File: config.mk
export PLATFORM = sky130hd
export DESIGN_NAME = variable_width_delta_sample_decoder_unit
export DESIGN_NICKNAME = d
export VERILOG_FILES = /design/src/hw/rtl/vwdsd_pkg.sv /design/src/hw/rtl/variable_width_delta_sample_decoder_unit.sv
export SDC_FILE = /design/constraint.sdc
export NUM_CORES = 1
export LEC_CHECK = 0
export ABC_AREA = 1
export BUFFER_PORTS_ARGS = -buffer_cell sky130_fd_sc_hd__buf_2
export CORE_MARGIN = 4
export CORE_UTILIZATION = 62
export CTS_CLUSTER_DIAMETER = 150
export DETAILED_ROUTE_END_ITERATION = 6
export GPL_TIMING_DRIVEN = 1
export PLACE_DENSITY = 0.8
export SLEW_MARGIN = 20
export SYNTH_ARGS = -nofsm -noshare
export SYNTH_HDL_FRONTEND = slang
export SYNTH_SLANG_ARGS = --single-unit
File: constraint.sdc
create_clock -name clk_i -period 12 [get_ports clk_i]
set_input_delay 1.2 -clock clk_i [delete_from_list [all_inputs] [get_ports clk_i]]
set_output_delay 1.2 -clock clk_i [all_outputs]
set_load 0.01 [all_outputs]
File: src/hw/rtl/vwdsd_pkg.sv
// shared constants and helpers for the variable width delta sample decoder
package vwdsd_pkg;

  localparam int unsigned BYTE_BITS   = 8;
  localparam int unsigned BUF_BITS    = 16;
  localparam int unsigned HELD_BITS   = 5;
  localparam int unsigned WIDTH_BITS  = 4;
  localparam int unsigned COUNT_BITS  = 3;
  localparam int unsigned MAX_OUT     = 4;

  localparam logic [WIDTH_BITS-1:0] CODE_BITS    = 4'd3;
  localparam logic [WIDTH_BITS-1:0] WIDTH_OFFSET = 4'd2;
  localparam logic [WIDTH_BITS-1:0] MAX_DELTA_W  = 4'd8;
  localparam logic [2:0]            FLIP_CODE    = 3'd7;  // sign flip code
  localparam logic [BYTE_BITS-1:0]  SIGN_FLIP    = 8'h80;

  // header phase codes
  localparam logic [1:0] PH_COUNT_LO = 2'd0;
  localparam logic [1:0] PH_COUNT_HI = 2'd1;
  localparam logic [1:0] PH_FIRST    = 2'd2;
  localparam logic [1:0] PH_PAYLOAD  = 2'd3;

  // ones in the low n bits, n up to sixteen
  function automatic logic [BUF_BITS-1:0] low_mask(input logic [HELD_BITS-1:0] n);
    logic [BUF_BITS:0] t;
    t = ({{BUF_BITS{1'b0}}, 1'b1} << n) - {{BUF_BITS{1'b0}}, 1'b1};
    return t[BUF_BITS-1:0];
  endfunction

endpackage

File: src/hw/rtl/variable_width_delta_sample_decoder_unit.sv
// top level of the variable width delta sample decoder
//
// channel   direction  handshake                     payload
// s_axis    in         s_axis_tvalid_i/tready_o      tdata: byte_in, tuser: start_req
// m_axis    out        m_axis_tvalid_o/tready_i      tdata: sample_out, tlast: last
// cfg       in         cfg_valid_i/cfg_ready_o       data: msb_first
//
// a header byte is consumed in the cycle of its transaction
// the first-sample byte passes to a state that loads the output register once it is free
// a payload byte is followed by k extractor steps, k the number of codes and deltas taken from
// the bit buffer (at most seven), set by the single shared bit extractor
// reset clears the decode state and sets the bit order to lsb first
// a result waiting in the output register stalls the extractor only when the
// next step would produce another sample; the input side stays closed meanwhile
// the configuration channel opens only between bytes and holds the input back
// while its valid is high
module variable_width_delta_sample_decoder_unit (
  input  logic       clk_i,
  input  logic       rst_ni,
  input  logic       s_axis_tvalid_i,
  output logic       s_axis_tready_o,
  input  logic [7:0] s_axis_tdata_i,   // [7:0] byte_in
  input  logic       s_axis_tuser_i,   // [0] start_req
  output logic       m_axis_tvalid_o,
  input  logic       m_axis_tready_i,
  output logic [7:0] m_axis_tdata_o,   // [7:0] sample_out
  output logic       m_axis_tlast_o,
  input  logic       cfg_valid_i,
  output logic       cfg_ready_o,
  input  logic       cfg_data_i        // msb_first
);

  typedef enum logic [1:0] {
    ST_IDLE,
    ST_FIRST,
    ST_RUN
  } state_e;

  state_e                            state_q;
  logic [1:0]                        phase_q;
  logic [15:0]                       left_q;
  logic [7:0]                        cur_q;
  logic [vwdsd_pkg::BUF_BITS-1:0]    buf_q;
  logic [vwdsd_pkg::HELD_BITS-1:0]   held_q;
  logic [vwdsd_pkg::WIDTH_BITS-1:0]  width_q;
  logic [vwdsd_pkg::COUNT_BITS-1:0]  count_q;
  logic                              msb_q;
  logic                              m_valid_q;
  logic [7:0]                        m_data_q;
  logic                              m_last_q;

  logic s_accept;
  logic out_free;

  // bit order only changes between bytes, ahead of any waiting input
  assign s_axis_tready_o = (state_q == ST_IDLE) && !cfg_valid_i;
  assign cfg_ready_o     = (state_q == ST_IDLE);
  assign s_accept        = s_axis_tvalid_i && s_axis_tready_o;
  assign out_free        = !m_valid_q || m_axis_tready_i;

  assign m_axis_tvalid_o = m_valid_q;
  assign m_axis_tdata_o  = m_data_q;
  assign m_axis_tlast_o  = m_last_q;

  // byte append into the bit buffer
  logic [vwdsd_pkg::HELD_BITS-1:0] held_a;
  logic [vwdsd_pkg::BUF_BITS-1:0]  buf_a;
  logic [vwdsd_pkg::BUF_BITS-1:0]  buf_add;

  always_comb begin
    if (held_q > 5'd8) begin
      held_a = 5'd8;
      buf_a  = {8'h00, buf_q[7:0]};
    end else begin
      held_a = held_q;
      buf_a  = buf_q;
    end
    if (msb_q) begin
      buf_add = {buf_a[7:0], s_axis_tdata_i};
    end else begin
      buf_add = buf_a | ({8'h00, s_axis_tdata_i} << held_a);
    end
  end

  // shared extractor: one code or delta per cycle, unless a waiting result stalls a step that emits
  logic [vwdsd_pkg::WIDTH_BITS-1:0] need;
  logic [vwdsd_pkg::HELD_BITS-1:0]  need_h;
  logic [vwdsd_pkg::HELD_BITS-1:0]  rem;
  logic                             enough;
  logic [vwdsd_pkg::BUF_BITS-1:0]   field16;
  logic [vwdsd_pkg::BUF_BITS-1:0]   buf_take;
  logic [vwdsd_pkg::BUF_BITS-1:0]   wmask;
  logic [7:0]                       field;
  logic [7:0]                       sign8;
  logic [7:0]                       ext;
  logic [7:0]                       next_sample;
  logic [vwdsd_pkg::WIDTH_BITS-1:0] next_width;
  logic                             will_emit;
  logic                             run_done;
  logic [15:0]                      left_dec;

  always_comb begin
    need     = (width_q == '0) ? vwdsd_pkg::CODE_BITS : width_q;
    need_h   = {1'b0, need};
    enough   = (held_q >= need_h);
    rem      = held_q - need_h;
    wmask    = vwdsd_pkg::low_mask({1'b0, width_q});
    if (msb_q) begin
      field16  = (buf_q >> rem) & vwdsd_pkg::low_mask(need_h);
      buf_take = buf_q & vwdsd_pkg::low_mask(rem);
    end else begin
      field16  = buf_q & vwdsd_pkg::low_mask(need_h);
      buf_take = buf_q >> need_h;
    end
    field    = field16[7:0];
    sign8    = 8'd0;
    ext      = field;
    next_sample = cur_q;
    next_width  = width_q;
    will_emit   = 1'b0;
    if (width_q == '0) begin
      if (field[2:0] == vwdsd_pkg::FLIP_CODE) begin
        next_sample = cur_q ^ vwdsd_pkg::SIGN_FLIP;
        will_emit   = 1'b1;
      end else begin
        next_width = {1'b0, field[2:0]} + vwdsd_pkg::WIDTH_OFFSET;
      end
    end else begin
      sign8 = 8'(9'd1 << (width_q - 4'd1));
      if (field == sign8) begin
        next_width = '0;   // terminator ends the run
      end else begin
        if ((field & sign8) != 8'd0) begin
          ext = field | ~wmask[7:0];
        end
        next_sample = cur_q + ext;
        will_emit   = 1'b1;
      end
    end
    left_dec = left_q - 16'd1;
    run_done = (left_q == 16'd0) ||
               (count_q == vwdsd_pkg::COUNT_BITS'(vwdsd_pkg::MAX_OUT)) || !enough;
  end

  // a sample enters the output register this cycle
  logic emit_now;

  assign emit_now = ((state_q == ST_FIRST) && out_free) ||
                    ((state_q == ST_RUN) && !run_done && will_emit && out_free);

  always_ff @(posedge clk_i or negedge rst_ni) begin
    if (!rst_ni) begin
      state_q   <= ST_IDLE;
      phase_q   <= vwdsd_pkg::PH_COUNT_LO;
      left_q    <= '0;
      cur_q     <= '0;
      buf_q     <= '0;
      held_q    <= '0;
      width_q   <= '0;
      count_q   <= '0;
      msb_q     <= 1'b0;
      m_valid_q <= 1'b0;
      m_data_q  <= '0;
      m_last_q  <= 1'b0;
    end else begin
      if (cfg_valid_i && cfg_ready_o) begin
        msb_q <= cfg_data_i;
      end
      if (emit_now) begin
        m_valid_q <= 1'b1;
      end else if (m_valid_q && m_axis_tready_i) begin
        m_valid_q <= 1'b0;
      end
      case (state_q)
        ST_IDLE: begin
          if (s_accept) begin
            if (s_axis_tuser_i) begin
              // start of a new stream: sample, count and bit buffer state cleared, byte is count low
              phase_q <= vwdsd_pkg::PH_COUNT_HI;
              left_q  <= {8'h00, s_axis_tdata_i};
              cur_q   <= '0;
              buf_q   <= '0;
              held_q  <= '0;
              width_q <= '0;
            end else begin
              case (phase_q)
                vwdsd_pkg::PH_COUNT_LO: begin
                  left_q  <= {8'h00, s_axis_tdata_i};
                  phase_q <= vwdsd_pkg::PH_COUNT_HI;
                end
                vwdsd_pkg::PH_COUNT_HI: begin
                  left_q  <= {s_axis_tdata_i, left_q[7:0]};
                  phase_q <= vwdsd_pkg::PH_FIRST;
                end
                vwdsd_pkg::PH_FIRST: begin
                  phase_q <= vwdsd_pkg::PH_PAYLOAD;
                  buf_q   <= '0;
                  held_q  <= '0;
                  width_q <= '0;
                  if (left_q != 16'd0) begin
                    cur_q   <= s_axis_tdata_i;
                    state_q <= ST_FIRST;
                  end
                end
                default: begin
                  // payload: ignored once the count is reached
                  if (left_q != 16'd0) begin
                    buf_q   <= buf_add;
                    held_q  <= held_a + 5'd8;
                    count_q <= '0;
                    state_q <= ST_RUN;
                  end
                end
              endcase
            end
          end
        end
        ST_FIRST: begin
          if (out_free) begin
            m_data_q  <= cur_q;
            m_last_q  <= (left_dec == 16'd0);
            left_q    <= left_dec;
            state_q   <= ST_IDLE;
          end
        end
        ST_RUN: begin
          if (run_done) begin
            if (left_q == 16'd0) begin
              buf_q   <= '0;
              held_q  <= '0;
              width_q <= '0;
            end
            state_q <= ST_IDLE;
          end else if (!will_emit || out_free) begin
            buf_q   <= buf_take;
            held_q  <= rem;
            width_q <= next_width;
            cur_q   <= next_sample;
            if (will_emit) begin
              m_data_q  <= next_sample;
              m_last_q  <= (left_dec == 16'd0);
              left_q    <= left_dec;
              count_q   <= count_q + 3'd1;
            end
          end
        end
        default: begin
          state_q <= ST_IDLE;
        end
      endcase
    end
  end

`ifndef SYNTHESIS
  a_first_has_count: assert property (@(posedge clk_i) disable iff (!rst_ni)
    (state_q == ST_FIRST) |-> (left_q != 16'd0))
    else $error("first sample pending with zero count");

  a_run_in_payload: assert property (@(posedge clk_i) disable iff (!rst_ni)
    (state_q == ST_RUN) |-> (phase_q == vwdsd_pkg::PH_PAYLOAD))
    else $error("extractor running outside payload phase");

  a_width_legal: assert property (@(posedge clk_i) disable iff (!rst_ni)
    (width_q == '0) || ((width_q >= vwdsd_pkg::WIDTH_OFFSET) &&
                        (width_q <= vwdsd_pkg::MAX_DELTA_W)))
    else $error("illegal delta width");

  a_count_bound: assert property (@(posedge clk_i) disable iff (!rst_ni)
    (state_q == ST_RUN) |-> (count_q <= vwdsd_pkg::COUNT_BITS'(vwdsd_pkg::MAX_OUT)))
    else $error("too many samples from one byte");

  a_emit_decrements: assert property (@(posedge clk_i) disable iff (!rst_ni)
    (state_q == ST_RUN && !run_done && will_emit && out_free) |=>
      (left_q == $past(left_q) - 16'd1))
    else $error("sample emitted without count update");
`endif

endmodule
Word level (Yosys, flattened, before mapping)
Cells that the tools add are included.
Widths: inputs -> output; s select.

word-level totals
  output and inout port bits = 12
  word-level logic and storage cells = 195
  bits in registers = 67

cells by class
  reduce and logical (&&, ||, !) cells = 41
  bitwise gates (word level) = 8
  shift operators = 7
  equality and inequality tests = 28
  muxes and demuxes = 86
  $add $sub $neg = 10
  $lt $le $gt $ge = 2

operators with widths
  operator               number
  $mux 16                15
  $mux 8                 17
  $pmux 16 s2            3
  $pmux 16 s3            1
  $mux 4                 10
  $mux 5                 7
  $logic_not 16->1       2
  $pmux 8 s2             2
  $sub 16x1->16 const B  2
  $and 8x8->8            3
  $shl 1x4->8 const A    3
  $mux 3                 7
  $pmux 5 s2             2
  $reduce_and 6->1       3
  $and 16x16->16         1
  $or 16x16->16          1
  $reduce_and 8->1       2
  $reduce_bool 16->1     1
  $shl 1x5->16 const A   1
  $shl 8x5->16           1
  $shr 16x4->16          1
  $shr 16x5->8           1
  $sub 8x1->8 const B    2
  $ne 3x2->1 const B     5
  other kinds (41)       89

Logic depth before layout (Yosys ltp)
  depth in word-level cells = 18
  depth in mapped cells = 38
  gate-level depth less buffers = 36

Worst setup path after synthesis
Ideal clock, no wire load.

  path type = register to register
  start point = reg width_q[3] in the netlist's numbering
  end point = reg cur_q[6]
  cell stages (with the launch flop) = 34
  data required time = 11.879 ns
  clock period less this slack = 4.961 ns
  arrival = 4.840 ns
  slack = 7.039 ns
  path through = dfrtp_1 > buf_6 > nor2_4 > nand2_2 > nand2_1 > buf_2 > ha_1 > fa_1 > buf_4 > inv_2 > buf_4 > nand3_1 > a21oi_1 > a21o_1 > nand3_1 > o2111ai_1 > inv_1 > ha_1 > nor4_1 > nand2_1 > inv_1 > o21ai_0 > ha_1 > fa_1 > nand3_1 > nand2_1 > nand2_1 > nand2_1 > a21oi_1 > xnor2_1 > o21ai_0 > o21ai_0 > nand2_1 > o21ai_1

between the ends
  cells in the longest elaborated chain, start to end = 17

RTL lines
  item                                                line                                                                                              source
  start, declared                                     variable_width_delta_sample_decoder_unit.sv:45                                                    logic [vwdsd_pkg::WIDTH_BITS-1:0] width_q;
  start signal, assigned                              variable_width_delta_sample_decoder_unit.sv:237                                                   width_q <= next_width;
  $logic_not 4->1                                     variable_width_delta_sample_decoder_unit.sv:103, variable_width_delta_sample_decoder_unit.sv:121
  $mux 4                                              variable_width_delta_sample_decoder_unit.sv:103                                                   need = (width_q == '0) ? vwdsd_pkg::CODE_BITS : width_q;
  $sub 5x4->5 / $shl 1x4->8 (equally long branches)   variable_width_delta_sample_decoder_unit.sv:106, vwdsd_pkg.sv:26
  $shr 16x5->8 / $sub 8x1->8 (equally long branches)  variable_width_delta_sample_decoder_unit.sv:109, vwdsd_pkg.sv:26
  $and 8x8->8, on equally long branches               variable_width_delta_sample_decoder_unit.sv:109, variable_width_delta_sample_decoder_unit.sv:112
  $mux 8                                              variable_width_delta_sample_decoder_unit.sv:108                                                   if (msb_q) begin
  $and 8x8->8                                         variable_width_delta_sample_decoder_unit.sv:133                                                   if ((field & sign8) != 8'd0) begin
  $reduce_bool 8->1                                   variable_width_delta_sample_decoder_unit.sv:133
  $mux 8                                              variable_width_delta_sample_decoder_unit.sv:133
  $mux 8                                              variable_width_delta_sample_decoder_unit.sv:130                                                   if (field == sign8) begin
  $mux 8                                              variable_width_delta_sample_decoder_unit.sv:121                                                   if (width_q == '0) begin
  $add 8x8->8                                         variable_width_delta_sample_decoder_unit.sv:136                                                   next_sample = cur_q + ext;
  $mux 8                                              variable_width_delta_sample_decoder_unit.sv:130
  $mux 8                                              variable_width_delta_sample_decoder_unit.sv:121
  $mux 8                                              variable_width_delta_sample_decoder_unit.sv:234                                                   end else if (!will_emit || out_free) begin
  $mux 8                                              variable_width_delta_sample_decoder_unit.sv:227                                                   if (run_done) begin
  $pmux 8 s2                                          variable_width_delta_sample_decoder_unit.sv:174                                                   case (state_q)
  end signal, assigned                                variable_width_delta_sample_decoder_unit.sv:201                                                   cur_q <= s_axis_tdata_i;
  end signal, assigned                                variable_width_delta_sample_decoder_unit.sv:238                                                   cur_q <= next_sample;
  end, declared                                       variable_width_delta_sample_decoder_unit.sv:42                                                    logic [7:0] cur_q;

Several ways; a longest one is shown, not always the timed one. The select of a mux whose other input is x is not followed.
A chain may end at the register's enable or synchronous reset.

Final worst setup path
  start point = reg width_q[2] in the netlist's numbering
  end point = reg m_data_q[5] (netlist: m_axis_tdata_o[5])

between the ends
  cells in the longest elaborated chain, start to end = 18

RTL lines
  item                                                line                                                                                              source
  $logic_not 4->1                                     variable_width_delta_sample_decoder_unit.sv:103, variable_width_delta_sample_decoder_unit.sv:121
  $mux 4                                              variable_width_delta_sample_decoder_unit.sv:103
  $sub 5x4->5 / $shl 1x4->8 (equally long branches)   variable_width_delta_sample_decoder_unit.sv:106, vwdsd_pkg.sv:26
  $shr 16x5->8 / $sub 8x1->8 (equally long branches)  variable_width_delta_sample_decoder_unit.sv:109, vwdsd_pkg.sv:26
  $and 8x8->8, on equally long branches               variable_width_delta_sample_decoder_unit.sv:109, variable_width_delta_sample_decoder_unit.sv:112
  $mux 8                                              variable_width_delta_sample_decoder_unit.sv:108
  $and 8x8->8                                         variable_width_delta_sample_decoder_unit.sv:133
  $reduce_bool 8->1                                   variable_width_delta_sample_decoder_unit.sv:133
  (+2 left out)                                       n/a
  $mux 8                                              variable_width_delta_sample_decoder_unit.sv:121
  $add 8x8->8                                         variable_width_delta_sample_decoder_unit.sv:136
  $mux 8                                              variable_width_delta_sample_decoder_unit.sv:130
  $mux 8                                              variable_width_delta_sample_decoder_unit.sv:121
  $mux 8                                              variable_width_delta_sample_decoder_unit.sv:239                                                   if (will_emit) begin
  $mux 8                                              variable_width_delta_sample_decoder_unit.sv:234
  $mux 8                                              variable_width_delta_sample_decoder_unit.sv:227
  $pmux 8 s2                                          variable_width_delta_sample_decoder_unit.sv:174
  end signal, assigned                                variable_width_delta_sample_decoder_unit.sv:220                                                   m_data_q <= cur_q;
  end signal, assigned                                variable_width_delta_sample_decoder_unit.sv:240                                                   m_data_q <= next_sample;
  end, declared                                       variable_width_delta_sample_decoder_unit.sv:49                                                    logic [7:0] m_data_q;

Several ways; a longest one is shown, not always the timed one. The select of a mux whose other input is x is not followed.

==> impl_metrics.tcl <==
set metrics [dict create \
    place_congestion 0.999 \
    syn_area_um2 7590 \
    dp_cells 1383 \
    die_x_um 119 \
    clkLatencyLatePin_ns 0.34 \
    cts.repair.resized 0 \
    crit_cells 29 \
    cp_common_cell "nand2_1" \
    clk_pin_slew_ns 0.06 \
    cts_buffer_depth 2 \
    antenna_left 0 \
    synth_seq_area_share_pct 22.1 \
    synthCells 1254 \
    syn_to_final_growth_pct 5.26 \
    fmax_mhz 152 \
    num_antenna_cells 0 \
    hold_ws_ns 0.495 \
    cts_tree "yes" \
    dp_slack_ns 5.52 \
    antenna_found_initial 0 \
    drive_gt1_share_pct 6.95 \
    ys_ff_latch 67 \
    ctsHoldBuffers 0 \
    cp.required_ns 12.23 \
    initial_utilization_pct 63.2 \
    htreeDepth 3 \
    cp_top_family "simple AND/OR/NAND/NOR gates" \
    overflow 0 \
    final_nets 1302 \
    post_cts_buffers 0 \
    synth-edff-count 0 \
    maxCapViolCount 0 \
    finalHoldViolations 0 \
    yosysWarnings 0 \
    grt_pass1_vias 8103 \
    io_pins 27 \
    critical_path_class "reg -> reg" \
    cp-end-kind "register" \
    arrival_ns 6.80 \
    setup.worst_path.start_class "register" \
    r2r_slack_ns 5.43 \
    slew_violations 0 \
    route.detailed.drc 0 \
    status "completed" \
    grt_first_pass_wirelength_um 41700 \
    fin_cells 1399 \
    vias 8710 \
    drtIter0Drc 1155 \
    fin_crit_ns 6.57 \
    grt_max_degree 68 \
    fin_crit_sh_pct 54.8 \
    cts_sinks 67 \
    hold_start "m_axis_tdata_o[5]" \
    max_slew_margin_pct 39.3 \
    wl_per_cell_um 18.5 \
    hold_class "reg -> reg" \
    critPathBufInv 2 \
    ys_types 52 \
    r2r_start "width_q[2]" \
    cts_buffers 9 \
    r2r_end "m_axis_tdata_o[5]" \
    fin_tns_setup_ns 0 \
    cpMaxStageDelayCell "fa_1" \
    synth_area_per_cell_um2 6.05 \
    dr.pass1.iters 6 \
    die_h_um 119 \
    die-area_um2 14100 \
    port_buffers 26 \
    rows 40 \
    core_um2 12000 \
    cts-root-buf "clkbuf_16" \
    worst_pin_slew_ns 0.908 \
    synthFlopType "dfrtp_1" \
    synth_top_cells_by_area "dfrtp_1, nand2_1, nand3_1" \
    rsz0062_at_grt "false" \
    synth_top_area_share_pct 22.1 \
    hold-path-cell-count 2 \
    yosysTopAreaCell "dfrtp_1" \
    setup_viol 0 \
    finClkSkew_ns 0.00901 \
    grt_usage_pct 36.7 \
    min_to "m_axis_tdata_o[5]" \
    dp_hpwl_um 19400 \
    layout_setup_ws_ns 5.43 \
    vias_per_cell 6.23 \
    path_max_fanout 24 \
    totalWireLength_um 25800 \
    cp_slowest_stage_delay_ns 0.94 \
    async_flop_share_pct 100 \
    syn-num-nets 1309 \
    r2r_cells 29 \
]
cells by family after synthesis:
group	synth area share (%)
compound gates	18.0
xor+xnor	2.31
fa+ha+maj	6.79
buf+inv	10.6
flops	22.1
mux	0.132
other cells	0.0494
simple gates	40.1
flip-flops by register name, indices dropped and copies added, names as in the netlist:
name and flops:
m_axis_tdata_o 8, left_q 16, phase_q 2, buf_q 16, count_q 3, msb_q 1, width_q 4, cur_q 8
m_axis_tvalid_o 1, held_q 5, m_axis_tlast_o 1, state_q 2
worst min-delay path, cell delays in order, from the launching register on:
cell and delay, ns:
dfrtp_1 0.35, o21ai_1 0.07, nand2_1 0.05
layer usage:
| layer | vias to the layer above | GRT usage (%) | wire length (µm) | share of wire (%) |
|---|---|---|---|---|
| li1 | 4166 | - | - | - |
| met1 | 3940 | 47.9 | 10200 | 40 |
| met2 | 486 | 59.1 | 11700 | 45 |
| met3 | 118 | 5.98 | 2500 | 9.7 |
| met4 | 0 | 18.2 | 1440 | 5.6 |
| met5 | - | 0 | 0 | 0 |
metrics by stage:
| stage | util (%) | cell area [µm²] |
|---|---|---|
| after floorplan | - | 7590 |
| after detailed placement | 63.9 | 7670 |
| after global placement | 63.9 | 7670 |
| final | 66.5 | 7990 |
| after global routing | 66.5 | 7990 |
| after CTS | 66.5 | 7990 |
Yosys cell counts (6+ instances only):
| cell | n |
|---|---|
| nand2_1 | 394 |
| nand3_1 | 132 |
| inv_1 | 128 |
| o21ai_0 | 118 |
| nor2_1 | 90 |
| dfrtp_1 | 67 |
| a21oi_1 | 45 |
| ha_1 | 38 |
| nand4_1 | 30 |
| clkbuf_1 | 22 |
| o211ai_1 | 20 |
| o22ai_1 | 17 |
| buf_2 | 15 |
| xor2_1 | 15 |
| nor3_1 | 11 |
| inv_2 | 8 |
| o21ai_1 | 8 |
| o221ai_1 | 7 |
| buf_4 | 6 |
| clkinv_1 | 6 |
| nor4_1 | 6 |
| or2_2 | 6 |
area by class of cell:
type	instances	area [µm²]
multi-input cells	996	5110
fillers	1190	4020
well taps	147	184
repair buffers	31	168
clock buffers	10	229
flip-flops and latches	67	1680
clock inverters	6	88.8
inverters	142	533
how the worst max path moves through the flow:
| stage | startpoint | end |
|---|---|---|
| finish | width_q[2] | m_axis_tdata_o[5] |
| global route | width_q[3] | cur_q[5] |
| CTS | width_q[2] | m_axis_tdata_o[7] |
| detailed placement | width_q[2] | m_axis_tdata_o[6] |
| global placement | width_q[3] | m_axis_tdata_o[6] |
| floorplan | width_q[3] | cur_q[6] |
placed cells by master, fill, tap and decap left out, drive strengths merged, types with 11 or more instances in the layout:
cell type,instances
nand2,402
nor2,99
inv,137
o211ai,20
o21ai,126
nor3,11
buf,31
ha,38
a21oi,47
nand4,30
dfrtp,67
o22ai,17
nand3,137
xor2,15
Power is not shown: default switching activity piles up to over one toggle a cycle in this logic, so the estimate is an artifact.
